==> src/hdl/dec_delay.sv <==
// ----------------------------------------------------------------------------
// dec_delay
// Enabled shift line that carries side data alongside a pipelined unit.
// ----------------------------------------------------------------------------
module dec_delay #(
  parameter int W     = 8,
  parameter int DEPTH = 4
) (
  input  logic         clk_i,
  input  logic         en_i,
  input  logic [W-1:0] d_i,
  output logic [W-1:0] q_o
);

  logic [W-1:0] sr_q [DEPTH];

  always_ff @(posedge clk_i) begin
    if (en_i) begin
      sr_q[0] <= d_i;
      for (int i = 1; i < DEPTH; i++) begin
        sr_q[i] <= sr_q[i-1];
      end
    end
  end

  assign q_o = sr_q[DEPTH-1];

endmodule

==> config.mk <==
export PLATFORM = sky130hd
export DESIGN_NAME = dec_delay
export DESIGN_NICKNAME = d
export VERILOG_FILES = /design/src/hdl/dec_delay.sv
export SDC_FILE = /design/constraint.sdc
export NUM_CORES = 1
export LEC_CHECK = 0
export ABC_AREA = 1
export BUFFER_PORTS_ARGS = -buffer_cell sky130_fd_sc_hd__buf_2
export CAP_MARGIN = 15
export CORE_MARGIN = 2
export CORE_UTILIZATION = 48
export CTS_BUF_LIST = sky130_fd_sc_hd__clkbuf_4 sky130_fd_sc_hd__clkbuf_8 sky130_fd_sc_hd__clkbuf_16
export DETAILED_ROUTE_END_ITERATION = 8
export PLACE_DENSITY = 0.78
export SYNTH_ARGS = -nofsm -noshare
export SYNTH_HDL_FRONTEND = slang
export SYNTH_SLANG_ARGS = --single-unit
==> constraint.sdc <==
create_clock -name clk_i -period 0.8 [get_ports clk_i]
set_input_delay 0.08 -clock clk_i [delete_from_list [all_inputs] [get_ports clk_i]]
set_output_delay 0.08 -clock clk_i [all_outputs]
set_load 0.005 [all_outputs]
Word level (Yosys, flattened, before mapping). Memory sizes are Yosys's and may differ from the RTL's. Index checks and enable logic that the tools add are counted.

Mux-type cells: 2.

Operator list (number): 1-bit two-way mux (2).

Input port bits: 10. RAM bits: 32. Output and inout port bits: 8. Logic and storage cells: 3. Memories kept: 1. Register bits after elaboration: 0.

Memory list: sr_q (words 4, bits a word 8, rd ports 4, clocked after memory_dff 0, wr ports 4, line 15) `logic [W-1:0] sr_q [DEPTH];`.

Longest topological paths before layout.
Word-level depth: 2. Depth in mapped cells: 0. Gate-level depth less buffers: 0.

Worst setup path before layout. Ideal clock, no wire load.

Kind: reg2reg. Start: mem sr_q[0][0]. End: mem sr_q[1][0] (data pin). Cell stages (with the launch flop): 1. Data required time: 0.534 ns. Clock period less this slack: 0.589 ns. Path buffers: 0. Library setup time: 0.266 ns. Data arrival time: 0.323 ns. Path slack: 0.211 ns. Cell sequence: edfxtp_1.

RTL lines (line): start: declaration (15).

==> results_dict.tcl <==
set metrics [dict create \
    yosys-top-cells-area "edfxtp_1 (100%)" \
    synthCells 32 \
    ys_ff_latch 32 \
    die_x_um 48.7 \
    cts_root_buf "clkbuf_4" \
    numCtsBuffers 5 \
    drv_slew 0 \
    die_area_um2 2380 \
    comb_power_share_pct 3.9 \
    pwr-share-clk_pct 28.7 \
    track_usage_pct 9.02 \
    final_layout_size_suffix_gt1_share_pct 38.8 \
    place.gp.congestion 0.584 \
    wl_per_cell_um 9.54 \
    fin_nets 76 \
    yosysWarnings 0 \
    endpoint_kind "primary output" \
    r2r-start "sr_q[0][1]" \
    synth_cell_types 1 \
    slowest_stage "edfxtp_1" \
    dpl.cell_count 78 \
    cts_sinks 32 \
    final_cell_mix "edfxtp_1 (32), buf_2 (17), dlygate4sd3_1 (8)" \
    yosysSeqAreaShare_pct 100 \
    antenna_found_initial 0 \
    p_int_mw 2.44 \
    hp-start "en_i" \
    finClkSkew_ns 0.00135 \
    hp-class "input pin to flip-flop" \
    start_util_pct 50.0 \
    maxCapViolCount 0 \
    setup_viol 8 \
    htreeDepth 2 \
    grt_pass1_vias 399 \
    status "finished, violations left" \
    clk_latency_ns 0.30 \
    drt_iter0_drc 7 \
    crit_family "flip-flops" \
    cts_resized 0 \
    top_regs "sr_q: 32 flops" \
    arrival_ns 0.80 \
    core-area_um2 1920 \
    largest_reg_flops 32 \
    netlist_area_um2 961 \
    max_slew_margin_pct 91.6 \
    viasPerCell 4.10 \
    io_pins 18 \
    synth_nets 42 \
    yosysTopAreaCell "edfxtp_1" \
    routed_wl_um 897 \
    nMultiInputCombCells 0 \
    routed-via-count 385 \
    switchingPower_uw 515 \
    fillers 149 \
    layout_setup_ws_ns -0.0802 \
    grt_overflow 0 \
    cp_data_required_time_ns 0.72 \
    tightestPinTransition_ns 0.126 \
    die_h_um 48.7 \
    p_seq_share_pct 67.3 \
    firstDrtPassIters 3 \
    layout_min_cycle_time_ns 0.880 \
    cp-start-kind "flip-flop" \
    port_buffers 17 \
    cts_tree "built" \
    dpl_worst_slack_ns 0.124 \
    p_sw_share_pct 17.4 \
    cp_cell_sequence "buf_2" \
    final_common_cell "edfxtp_1" \
    startpoint "sr_q[3][7]" \
    multi_input_area_um2 0 \
    rsz0062_at_grt "true" \
    max-vdd-ir-drop_v 0.00146 \
    violations "setup timing" \
    synth_top_area_share_pct 100 \
    largest_register "sr_q" \
    clockBufferDepth 2 \
    antenna_cells 0 \
    period_share_pct 110 \
    crit_path_max_incr_delay_ns 0.37 \
    hold_viol 0 \
    grt_max_degree 25 \
    worstSetupPathType "flip-flop to primary output" \
    ant_nets 0 \
    worstPathMaxFanout 1 \
    crit_buf_inv 1 \
    p_leak_nw 0.461 \
    fmax_ghz 1.14 \
    num_rows 16 \
    final_cells 94 \
    grt_pass1_wl_um 1480 \
    drc 0 \
    area_growth_pct 29.4 \
    p_per_area_nw_per_um2 2380 \
    avgSynthCellArea_um2 30.0 \
    clkTransAtPathRegs_ns 0.08 \
]
-- what timing repair did --
| item | 4_1_cts | 5_1_grt |
|---|---|---|
| setup endpoints to repair | 8 | 8 |
| setup buffers | 0 | 0 |
| hold endpoints to repair | 8 | 0 |
| hold buffers | 8 | 0 |
-- stage by stage --
stage / area (um^2) / TNS [ns] / utilization [%] / hold WS [ns] / power [mW]
global route: 1240 / -1.01 / 64.7 / 0.193 / 3.11
global placement: 1110 / 0 / 57.6 / 0.256 / 2.11
detailed placement: 1110 / 0 / 57.6 / 0.258 / 2.12
CTS: 1240 / -0.781 / 64.7 / 0.158 / 3.01
floorplan: 961 / 0 / - / 0.179 / 2.03
finish: 1240 / -0.542 / 64.7 / 0.187 / 2.96
-- power groups by stage --
stage | combinational [mW] | clock (mW) | sequential [mW]
after floorplan | 0 | 0 | 2.03
after global routing | 0.126 | 0.974 | 2.01
after detailed placement | 0.0880 | 0 | 2.03
after global placement | 0.0849 | 0 | 2.03
after CTS | 0.117 | 0.902 | 1.99
final | 0.116 | 0.850 | 1.99
-- cells by family after synthesis --
group / synth area share [%]
DFF: 100
-- cells in the mapped netlist, drive strengths merged --
library cell   n
edfxtp        32
-- per-layer routing --
| metal | part of all wire [%] | vias to the layer above | track usage [%] |
|---|---|---|---|
| met4 | 0 | 0 | 7.14 |
| met2 | 48 | 19 | 13.7 |
| met1 | 44 | 168 | 9.33 |
| met3 | 7.2 | 0 | 4.63 |
| met5 | 0 | - | 0 |
| li1 | - | 198 | - |
-- layout make-up --
| type | count | area [um^2] | share of cell area (%) |
|---|---|---|---|
| clock buffers | 7 | 52.6 | 4.23 |
| clock inverters | 1 | 3.75 | 0.302 |
| flip-flops and latches | 32 | 961 | 77.3 |
| well taps | 27 | 33.8 | 2.72 |
| repair buffers | 27 | 193 | 15.5 |
-- final timing paths --
| check | end | slack (ns) | depth (start not counted) |
|---|---|---|---|
| worst max-delay path | q_o[7] | -0.08 | 1 |
| worst max register to register | sr_q[1][1] | 0.17 | 0 |
| worst min register to register | sr_q[2][6] | 0.42 | 0 |
| worst min-delay path | sr_q[0][3] | 0.19 | 2 |
No activity file was read; power rests on OpenSTA's default activity.
