`src/hdl/dec_div.sv`:
```
// ----------------------------------------------------------------------------
// dec_div
// Pipelined restoring divider, one quotient bit per stage, floor result.
// ----------------------------------------------------------------------------
module dec_div #(
  parameter int NW = 25,
  parameter int DW = 14,
  parameter int QW = 12
) (
  input  logic          clk_i,
  input  logic          en_i,
  input  logic [NW-1:0] num_i,
  input  logic [DW-1:0] den_i,
  output logic [QW-1:0] quo_o
);

  logic [DW-1:0] r_q  [QW];
  logic [QW-1:0] lo_q [QW];
  logic [QW-1:0] q_q  [QW];
  logic [DW-1:0] d_q  [QW];

  for (genvar i = 0; i < QW; i++) begin : g_stage
    logic [DW-1:0] r_in;
    logic [QW-1:0] lo_in;
    logic [QW-1:0] q_in;
    logic [DW-1:0] d_in;
    logic [DW:0]   t;
    logic [DW:0]   diff;
    logic          ge;

    if (i == 0) begin : g_first
      assign r_in  = DW'(num_i[NW-1:QW]);
      assign lo_in = num_i[QW-1:0];
      assign q_in  = '0;
      assign d_in  = den_i;
    end else begin : g_next
      assign r_in  = r_q[i-1];
      assign lo_in = lo_q[i-1];
      assign q_in  = q_q[i-1];
      assign d_in  = d_q[i-1];
    end

    assign t    = {r_in, lo_in[QW-1]};
    assign ge   = t >= {1'b0, d_in};
    assign diff = t - {1'b0, d_in};

    always_ff @(posedge clk_i) begin
      if (en_i) begin
        r_q[i]  <= ge ? diff[DW-1:0] : t[DW-1:0];
        lo_q[i] <= lo_in << 1;
        q_q[i]  <= {q_in[QW-2:0], ge};
        d_q[i]  <= d_in;
      end
    end
  end

  assign quo_o = q_q[QW-1];

endmodule

```
`config.mk`:
```
export PLATFORM = sky130hd
export DESIGN_NAME = dec_div
export DESIGN_NICKNAME = d
export VERILOG_FILES = /design/src/hdl/dec_div.sv
export SDC_FILE = /design/constraint.sdc
export NUM_CORES = 1
export LEC_CHECK = 0
export ABC_AREA = 1
export BUFFER_PORTS_ARGS = -buffer_cell sky130_fd_sc_hd__buf_2
export CAP_MARGIN = 20
export CORE_MARGIN = 8
export CORE_UTILIZATION = 54
export CTS_CLUSTER_SIZE = 40
export DETAILED_ROUTE_END_ITERATION = 8
export HOLD_SLACK_MARGIN = 0.03
export PLACE_DENSITY = 0.7
export SKIP_LAST_GASP = 1
export SLEW_MARGIN = 20
export SYNTH_ARGS = -nofsm -noshare
export SYNTH_HDL_FRONTEND = slang
export SYNTH_SLANG_ARGS = --single-unit
```
`constraint.sdc`:
```
create_clock -name clk_i -period 3.2 [get_ports clk_i]
set_input_delay 0.64 -clock clk_i [delete_from_list [all_inputs] [get_ports clk_i]]
set_output_delay 0.64 -clock clk_i [all_outputs]
set_load 0.05 [all_outputs]
```
# After elaboration in Yosys (flattened, before gate mapping)
# Memory sizes are Yosys's and may differ from the RTL's.
# Index checks and enable logic that the tools add are counted.
# W data, S select, Z words.
[totals] ff_bits=0 latchBits=0 mem_bits_rw=612 romBits=0 output_inout_bits=12 wordCells=42 mem_count=4
[op_classes] add_sub_neg=12 multipliers=0 n_div=0 magnitude_cmp=12 eq_ne=0 shift=0 mux=14 n_bitwise=0 reduce_logical=0
[memory_table] memory="d_q" words=12 word_bits=14 rd=11 rd_clocked_by_memory_dff=0 write_ports=12 line="20" source="logic [DW-1:0] d_q [QW];"
[memory_table] memory="r_q" words=12 word_bits=14 rd=11 rd_clocked_by_memory_dff=0 write_ports=12 line="17" source="logic [DW-1:0] r_q [QW];"
[memory_table] memory="q_q" words=12 word_bits=12 rd=12 rd_clocked_by_memory_dff=0 write_ports=12 line="19" source="logic [QW-1:0] q_q [QW];"
[memory_table] memory="lo_q" words=12 word_bits=11 rd=11 rd_clocked_by_memory_dff=0 write_ports=12 line="18" source="logic [QW-1:0] lo_q [QW];"
[ops] cell="$mux W14" n=12
[ops] cell="$sub A14 B14 Y14" n=12
[ops] cell="$ge A15 B14 Y1" n=11
[ops] cell="$ge A14 B14 Y1" n=1
[ops] cell="$mux W1" n=2

# Longest topological paths before layout
# An unclocked memory read counts as a cell.
[depth] word_depth=3 mapped_depth=13

# Worst setup path after synthesis
# No wires, ideal clock.
[synth_timing] path_type="input -> register" startpoint="input num_i[11]" endpoint="memory r_q[0][1] (data pin)" setup_ns=0.253 arrival_ns=1.991 required_time_ns=2.947 path_slack_ns=0.956 cell_stages=11 path_buffers=1 cell_sequence="inv_1 -> ha_1 -> inv_1 -> fa_1 -> nand2_1 -> nand3_2 -> nand2_4 -> nand3_4 -> buf_6 -> nand2_2 -> o21ai_2"
[synth_lines] element="from (decl)" line="12" source="input logic [NW-1:0] num_i,"
[synth_lines] element="to (decl)" line="17"

==> results_dict.tcl <==
set metrics [dict create \
    setup_tns_ps 0 \
    finalWirelength_mm 57.4 \
    path_class "reg -> reg" \
    avgRoutedWirePerCell_um 15.2 \
    setup_slack_ps 795 \
    start_util_pct 54.6 \
    hp-class "in -> reg" \
    status "finished, final reports clean" \
    drtIter0Drc 1305 \
    hold_violations 0 \
    grt_max_degree 78 \
    cp_max_fo 24 \
    yosysWarnings 0 \
    die_w_um 241 \
    seqPwrFrac_pct 35.1 \
    clk_pin_slew_ps 70 \
    clock-sinks 452 \
    yosysSeqAreaShare_pct 49.6 \
    startpoint_type "register" \
    cts_tree "yes" \
    p_switching_w 0.0102 \
    cts_max_path_buffers 3 \
    antenna_found_initial 1 \
    vdd_ir_drop_max_mv 0.702 \
    switching_share_pct 39.5 \
    cp-end-kind "register" \
    worstPathArrival_ps 2730 \
    syn_to_final_growth_pct 9.64 \
    drv_cap 0 \
    grt_overflow_total 0 \
    fin_crit_sh_pct 75.1 \
    dp.final_hpwl_mm 44.6 \
    clk_latency_ps 600 \
    pin_count 53 \
    die_area_mm2 0.0581 \
    detail-route-antenna-nets 0 \
    drtPass1Iterations 5 \
    vias_per_cell 5.07 \
    tightestPinTransition_ps 690 \
    p_int_w 0.0156 \
    cts_buffers 50 \
    vias 19112 \
    grtUsageTotal_pct 20.2 \
    hold_slack_ps 230 \
    netlist_instances 2964 \
    fmax_mhz 416 \
    skew_ps 22.2 \
    required_ps 3520 \
    gp_congestion 0.888 \
    finalInstanceArea_mm2 0.0300 \
    pwr-share-clk_pct 22.4 \
    fin_crit_ps 2400 \
    drv_slew 0 \
    power_density_mw_per_mm2 859 \
    synth_top_area_share_pct 49.6 \
    netlist_area_mm2 0.0274 \
    synth-seq-cells 452 \
    grt_pass1_vias 18727 \
    syn_nets 3194 \
    syn_area_per_cell_um2 9.23 \
    h-tree-depth 2 \
    nets 3290 \
    grt_pass1_wl_mm 94.5 \
    comb_power_share_pct 42.5 \
    num_rows 82 \
    synth_top_cell_by_area "edfxtp_1" \
    drive_gt1_share_pct 12.7 \
    drc 0 \
    postCtsHoldBufs 0 \
    place_ws_ps 471 \
    p_leak_nw 14.5 \
    netlist_top_cells_area "edfxtp_1 50%, nand2_1 11%, inv_1 8.7%, ha_1 8.1%, nand3_1 2.4%" \
    maxSlewHeadroom_pct 54.0 \
    core_area_mm2 0.0501 \
    ctsResizeCount 0 \
    finish.utilization_pct 59.9 \
    rsz0062_at_grt "no" \
    cts_setup_buffers 0 \
    place_area_mm2 0.0284 \
    cts_root_buf "clkbuf_16" \
    synth.distinct_cells 43 \
    setup_violations 0 \
    die_h_um 241 \
    numPortBuffers 52 \
]
-- cells by family after synthesis --
logic type | after synthesis | synth area share, %
compound gates | 175 | 4.50
simple gates | 1402 | 24.5
flops | 452 | 49.6
fa+ha+maj | 189 | 8.95
buf+inv | 670 | 10.0
xor+xnor | 76 | 2.43
-- critical path, stage by stage (launching register included) --
cell and delay, ps:
edfxtp_1 460, inv_1 70, ha_1 370, nand2_1 90, nand2_1 70, inv_1 60
nand2_1 100, a21oi_4 240, nand3_4 370, nand2_1 220, o21ai_2 90
-- power groups by stage --
stage | Combinational, W | Clock [W] | Sequential [W]
final | 0.0110 | 0.00577 | 0.00904
after CTS | 0.0109 | 0.00592 | 0.00907
after global routing | 0.0125 | 0.00614 | 0.00916
after floorplan | 0.00885 | 0 | 0.00887
after global placement | 0.0107 | 0 | 0.00916
after detailed placement | 0.0109 | 0 | 0.00918
-- final timing paths --
| kind | start | to | slack [ps] | cells past startpoint |
|---|---|---|---|---|
| worst min-delay path | num_i[6] | lo_q[0][6]$_DFFE_PP_ | 230 | 1 |
| worst max-delay path | d_q[0][10]$_DFFE_PP_ | r_q[1][10]$_DFFE_PP_ | 800 | 10 |
| worst min register to register | lo_q[2][20]$_DFFE_PP_ | lo_q[3][10]$_DFFE_PP_ | 400 | 0 |
| worst max register to register | d_q[0][10]$_DFFE_PP_ | r_q[1][10]$_DFFE_PP_ | 800 | 10 |
-- layout make-up --
| type | count | area, um2 |
|---|---|---|
| multi-input cells | 1842 | 11000 |
| fillers | 4388 | 20100 |
| well taps | 672 | 841 |
| diodes | 1 | 2.50 |
| clock inverters | 31 | 345 |
| flip-flops and latches | 452 | 13600 |
| repair buffers | 66 | 463 |
| inverters | 648 | 2430 |
| clock buffers | 61 | 1290 |
-- routing by layer --
| metal | wire, um | share of wire (%) | track usage [%] | vias up |
|---|---|---|---|---|
| met3 | 2690 | 4.7 | 2.71 | 92 |
| met2 | 26800 | 47 | 33.4 | 421 |
| met1 | 26600 | 46 | 27.5 | 8843 |
| met5 | 0 | 0 | 0 | - |
| met4 | 1370 | 2.4 | 6.10 | 0 |
| li1 | - | - | - | 9756 |
-- cells in the final DEF (no fill, tap or decap), types with 8 or more instances in the layout --
cell type and count:
nand4_1 101, inv_1 632, nand3_2 30, buf_2 51, a21oi_1 57, nand3b_1 12, nand2_2 72, nand3_4 16
xnor2_1 17, clkbuf_1 11, inv_2 16, fa_1 11, clkinv_1 9, edfxtp_1 452, nand2_1 835, nor2_2 25
nor2_4 8, o21ai_1 37, a21oi_4 11, xor2_1 59, clkinv_2 9, ha_1 178, o21ai_2 54, clkbuf_16 50
and2_1 17, nand3_1 132, nor2_1 126
-- synthesized netlist by cell type, drive strengths merged --
cell / count
inv: 648
nand3b: 12
a21o: 5
o21a: 1
buf: 22
xnor2: 17
a21oi: 68
xor2: 59
nand4: 107
edfxtp: 452
ha: 178
nand3: 178
o21ai: 95
o21bai: 5
nor2: 160
nand2: 913
o211ai: 1
or2: 5
nor4: 1
and2: 22
nor3: 4
fa: 11
-- sequential cells by signal (all words and copies together), names as in the netlist --
name,count
d_q,154
q_q,78
r_q,154
lo_q,66
-- metrics by stage --
| stage | cells | total power [W] |
|---|---|---|
| after global placement | 3680 | 0.0198 |
| final | 3773 | 0.0258 |
| after global routing | 3773 | 0.0278 |
| after CTS | 3772 | 0.0259 |
| after floorplan | 2964 | 0.0177 |
| after detailed placement | 3680 | 0.0201 |
No activity file was read; power rests on OpenSTA's default activity.
