[config.mk]
export PLATFORM = sky130hd
export DESIGN_NAME = dec_isqrt
export DESIGN_NICKNAME = d
export VERILOG_FILES = /design/src/hdl/dec_isqrt.sv
export SDC_FILE = /design/constraint.sdc
export NUM_CORES = 1
export LEC_CHECK = 0
export BUFFER_PORTS_ARGS = -buffer_cell sky130_fd_sc_hd__buf_2
export CAP_MARGIN = 20
export CORE_ASPECT_RATIO = 0.6
export CORE_UTILIZATION = 60
export CTS_CLUSTER_DIAMETER = 80
export DETAILED_ROUTE_END_ITERATION = 10
export PLACE_DENSITY = 0.85
export RECOVER_POWER = 25
export SLEW_MARGIN = 20
export SYNTH_ARGS = -nofsm -noshare
export SYNTH_HDL_FRONTEND = slang
export SYNTH_SLANG_ARGS = --single-unit
[constraint.sdc]
create_clock -name clk_i -period 3.6 [get_ports clk_i]
set_input_delay 0.36 -clock clk_i [delete_from_list [all_inputs] [get_ports clk_i]]
set_output_delay 0.36 -clock clk_i [all_outputs]
set_load 0.02 [all_outputs]
[src/hdl/dec_isqrt.sv]
// ----------------------------------------------------------------------------
// dec_isqrt
// Pipelined integer square root, one root bit per stage, floor result.
// ----------------------------------------------------------------------------
module dec_isqrt #(
  parameter int XW = 25,
  parameter int RW = (XW + 1) / 2
) (
  input  logic          clk_i,
  input  logic          en_i,
  input  logic [XW-1:0] x_i,
  output logic [RW-1:0] root_o
);

  localparam int TW = XW + 2;

  logic [XW-1:0] rem_q  [RW];
  logic [RW-1:0] root_q [RW];

  for (genvar i = 0; i < RW; i++) begin : g_stage
    localparam int K = RW - 1 - i;
    logic [XW-1:0] rem_in;
    logic [RW-1:0] root_in;
    logic [TW-1:0] term;
    logic [TW-1:0] diff;
    logic          ge;

    if (i == 0) begin : g_first
      assign rem_in  = x_i;
      assign root_in = '0;
    end else begin : g_next
      assign rem_in  = rem_q[i-1];
      assign root_in = root_q[i-1];
    end

    assign term = (TW'(root_in) << (K + 1)) + (TW'(1) << (2 * K));
    assign ge   = TW'(rem_in) >= term;
    assign diff = TW'(rem_in) - term;

    always_ff @(posedge clk_i) begin
      if (en_i) begin
        rem_q[i]  <= ge ? diff[XW-1:0] : rem_in;
        root_q[i] <= ge ? (root_in | (RW'(1) << K)) : root_in;
      end
    end
  end

  assign root_o = root_q[RW-1];

endmodule

Word level (Yosys, flattened, before mapping)
Memory sizes are Yosys's and may differ from the RTL's.
Index checks and enable logic that the tools add are counted.
{"block": "classes", "mux": 28, "n_addsub": 25, "magnitude_cmp": 13}
{"op": "two-way mux 25 bit", "count": 13}
{"op": "subtractor 25 bit", "count": 2}
{"op": "adder 25 x 23 -> 26 bit, second input constant", "count": 1}
{"op": "greater-or-equal comparator 25 x 26 -> 1 bit", "count": 1}
{"op": "adder 24 x 21 -> 25 bit, second input constant", "count": 1}
{"op": "greater-or-equal comparator 25 x 15 -> 1 bit", "count": 1}
{"op": "greater-or-equal comparator 25 x 16 -> 1 bit", "count": 1}
{"op": "greater-or-equal comparator 25 x 17 -> 1 bit", "count": 1}
{"op": "greater-or-equal comparator 25 x 18 -> 1 bit", "count": 1}
{"op": "greater-or-equal comparator 25 x 19 -> 1 bit", "count": 1}
{"op": "greater-or-equal comparator 25 x 20 -> 1 bit", "count": 1}
{"op": "greater-or-equal comparator 25 x 21 -> 1 bit", "count": 1}
{"op": "greater-or-equal comparator 25 x 22 -> 1 bit", "count": 1}
{"op": "greater-or-equal comparator 25 x 23 -> 1 bit", "count": 1}
{"op": "greater-or-equal comparator 25 x 24 -> 1 bit", "count": 1}
{"op": "greater-or-equal comparator 25 bit", "count": 1}
{"op": "greater-or-equal comparator 25 bit, second input constant", "count": 1}
{"op": "subtractor 25 x 15 -> 25 bit", "count": 1}
{"op": "subtractor 25 x 16 -> 25 bit", "count": 1}
{"op": "subtractor 25 x 17 -> 25 bit", "count": 1}
{"op": "subtractor 25 x 18 -> 25 bit", "count": 1}
{"op": "subtractor 25 x 19 -> 25 bit", "count": 1}
{"op": "subtractor 25 x 20 -> 25 bit", "count": 1}
{"op": "subtractor 25 x 21 -> 25 bit", "count": 1}
{"op": "other kinds (27)", "count": 29}
{"block": "totals", "mem_bits_rw": 494, "output_inout_bits": 13, "input_bits": 27, "mem_count": 2, "elab_cells": 68, "register_bits": 0}
{"name": "rem_q", "depth": 13, "width": 25, "read_ports": 12, "rd_clocked_by_memory_dff": 0, "write_ports": 13, "line_no": "17", "text": "logic [XW-1:0] rem_q [RW];"}
{"name": "root_q", "depth": 13, "width": 13, "read_ports": 13, "rd_clocked_by_memory_dff": 0, "write_ports": 13, "line_no": "18", "text": "logic [RW-1:0] root_q [RW];"}

Logic depth before layout (Yosys ltp)
An unclocked memory read counts as a cell.
{"block": "depth", "depth_word": 4, "ltp_mapped": 12, "depth_no_buf": 9}

Least setup slack after synthesis
No wires, ideal clock.
{"block": "synth_timing", "path_type": "flip-flop to flip-flop", "from": "mem rem_q[9][10], in the netlist rem_q[2][35]", "to": "mem rem_q[10][18], in the netlist rem_q[2][68], data pin", "required_time_ns": 3.342, "slack_ns": 0.899, "setup_time_ns": 0.258, "n_path_buf": 1, "arrival_ns": 2.442, "path_stages_with_launch": 10, "synth_period_minus_slack_ns": 2.701, "cell_sequence": "edfxtp_1 -> ha_1 -> clkbuf_1 -> o21ai_0 -> a221oi_1 -> o21ai_1 -> o211ai_2 -> o31ai_1 -> or4_1 -> xnor2_1"}
{"item": "start, declared", "line_no": "17"}

==> run_results.csv <==
group,metric,value,unit
placement,pre_cts_slack,0.430,ns
logic_synthesis,synth_nets,1506,
global_routing,grt_use_met3,6.96,%
logic_synthesis,yosys.cell_types.count,69,
outcome,outcome,"complete, but fails checks",
critical_path,crit_path_max_fanout,11,
outcome,violations,"capacitance limit, slew limit",
clocking,cts_buffers,36,
cells_and_area,final_cell_mix,"391 x edfxtp_1, 132 x inv_1, 100 x ha_1, 91 x nand2_1, 72 x nor2_1",
cells_and_area,nets,1585,
sta,skew,0.0141,ns
routing,wl_per_cell,20.8,um
sta,tightest_slew,2.83,ns
routing,routed_wl,39300,um
logic_synthesis,synth_warnings,0,
die,dieWidth,227,um
sta,slew_headroom,-88.7,%
clocking,cts_tree,"built",
cells_and_area,final_util,67.6,%
sta,period_share,90.5,%
critical_path,cp.required,3.88,ns
die,start_util,60.9,%
clocking,cts.clk_slew.worst_paths,0.07,ns
logic_synthesis,ys_seq_area_share,64.4,%
logic_synthesis,netlist_area,18200,sq um
placement,hpwl,27400,um
sta,fmax,307,MHz
global_routing,grt_pass1_vias,11000,
critical_path,endpoint_kind,"flip-flop",
sta,hold_ws,0.00722,ns
global_routing,antenna_found_initial,2,
global_routing,grt_max_degree,129,
routing,ant_nets,0,
die,die_area,31100,sq um
placement,routabilityCongestion,0.911,
power_and_ir_drop,power_density,616,nW/um^2
clocking,cts_max_path_buffers,3,
routing,first_iter_violations,1604,
sta,rsz0062_at_grt,"false",
critical_path,critPathLaunchType,"flip-flop",
cells_and_area,area_growth_syn_to_layout,10.9,%
clocking,cts-root-buf,"clkbuf_16",
clocking,h-tree-depth,2,
die,ios,40,
power_and_ir_drop,totalPowerFinal,12.5,mW
critical_path,worstSetupPathType,"flip-flop to flip-flop",
routing,via_count,11600,
critical_path,worstPathArrival,3.53,ns
logic_synthesis,synthFlopType,"edfxtp_1",
power_and_ir_drop,power.leakage,7.73,nW
job,maxCapViolCount,1,
global_routing,grt-busiest-layer,"met1",
sta,fin_crit,3.26,ns
sta,hold_viol,0,
clocking,clock_latency,0.53,ns
logic_synthesis,post_synth.cell_area_avg,13.2,sq um
clocking,cts_sinks,391,
worst_hold_path,hp-class,"input pin to flip-flop",
sta,finalSetupTns,0,ns
sta,setup_ws,0.342,ns
global_routing,grt_pass1_wl,60500,um
logic_synthesis,synthArstFlopShare,0,%
logic_synthesis,ys_ff_latch,391,
sta,setup_viol,0,
die,row_count,49,
global_routing,grt_use_met2,37.8,%
cells_and_area,drive_gt1_share,8.83,%
logic_synthesis,synth_enable_flop_cells,391,
global_routing,grt_use_total,25.8,%
cells_and_area,n_fill_cell,1985,
routing,detail_route.first_pass.iterations,6,
global_routing,met1_usage,38.8,%
die,core_area,29900,sq um
routing,via_per_inst,6.15,
cells_and_area,final_common_cell,"edfxtp_1",
global_routing,grt_overflow_total,0,
placement,io_buffer_count,39,
power_and_ir_drop,ir_drop,0.458,mV
sta,drv_slew,39,
logic_synthesis,synth_cells,1378,
die,die_h,137,um
routing,drcViolationCount,0,
[sequential cells by signal (all words and copies together), names as in the netlist]
register	count
rem_q	300
root_q	91
[layer usage]
| layer | wire length, um | share of wire (%) |
|---|---|---|
| met1 | 17200 | 44 |
| met2 | 16800 | 43 |
| met3 | 4770 | 12 |
| met4 | 541 | 1.4 |
| met5 | 0 | 0 |
[stage by stage]
step | instances | area [sq um]
final | 1892 | 20200
after CTS | 1886 | 20200
after global placement | 1813 | 19000
after global routing | 1891 | 20200
after detailed placement | 1813 | 19000
after floorplan | 1378 | 18200
[what timing repair did]
action                     in CTS  in global routing
setup buffers                   0                  0
hold endpoints to repair        9                  5
setup endpoints to repair       0                  0
resized for setup               0                  0
hold buffers                    9                  5
[report_power, final]
group / switching, mW / total, mW / internal (mW)
combinational: 1.41 / 2.43 / 1.02
clock: 1.66 / 3.77 / 2.11
sequential: 0.442 / 6.27 / 5.83
total: 3.51 / 12.5 / 8.95
[worst paths after layout]
path / startpoint / to / slack [ns] / cells after the start
setup / recovery: rem_q[1][85] / rem_q[2][16] / 0.34 / 8
hold / removal: x_i[20] / rem_q[0][20] / 0.007 / 1
setup reg to reg: rem_q[1][85] / rem_q[2][16] / 0.34 / 8
hold reg to reg: rem_q[1][75] / rem_q[2][0] / 0.44 / 0
[cell type report]
| type | instances | area (sq um) | share of cell area, % |
|---|---|---|---|
| multi-input cells | 834 | 5900 | 29.2 |
| clock buffers | 42 | 945 | 4.67 |
| inverters | 132 | 495 | 2.45 |
| well taps | 408 | 510 | 2.52 |
| diodes | 1 | 2.50 | 0.0124 |
| clock inverters | 22 | 191 | 0.946 |
| repair buffers | 62 | 439 | 2.17 |
| flip-flops and latches | 391 | 11700 | 58.0 |
[synth_stat cells (all sizes together) (9+ instances only)]
cell	n	area [sq um]
or3	12	80.1
ha	100	1250
nor2	72	270
o211ai	9	72.6
or4	16	120
nand2b	12	75.1
a21oi	61	305
clkbuf	14	52.6
edfxtp	391	11700
nand3	14	70.1
nand2	91	342
o21ai	71	355
mux2	18	203
nor2b	17	106
nand4	11	68.8
a21o	23	173
nor3	36	196
xnor2	56	490
o31ai	9	67.6
o21a	27	203
xor2	51	447
nor4	35	219
inv	132	495
[cell families (layout without fill, tap and decap cells)]
family,count (synthesis),in the layout,share of synthesized area (%)
adder cells (fa/ha/maj),101,101,6.97
XOR/XNOR,107,107,5.14
multiplexers,25,25,1.50
buffers and inverters,153,258,3.29
AND/OR/NAND/NOR,352,352,10.1
flip-flops,391,391,64.4
AO/OA/AOI/OAI,248,248,8.64
other,1,2,0.0206
[worst max-delay path, cell delays in order (launching register included)]
cell and delay (ns):
edfxtp_1 0.40, ha_1 0.37, o21a_1 0.14, o211ai_1 0.25
a31oi_1 0.20, o21ai_0 0.30, nand2_1 0.09, nor2_1 0.84
mux2_2 0.43
No activity file was read; power rests on OpenSTA's default activity.
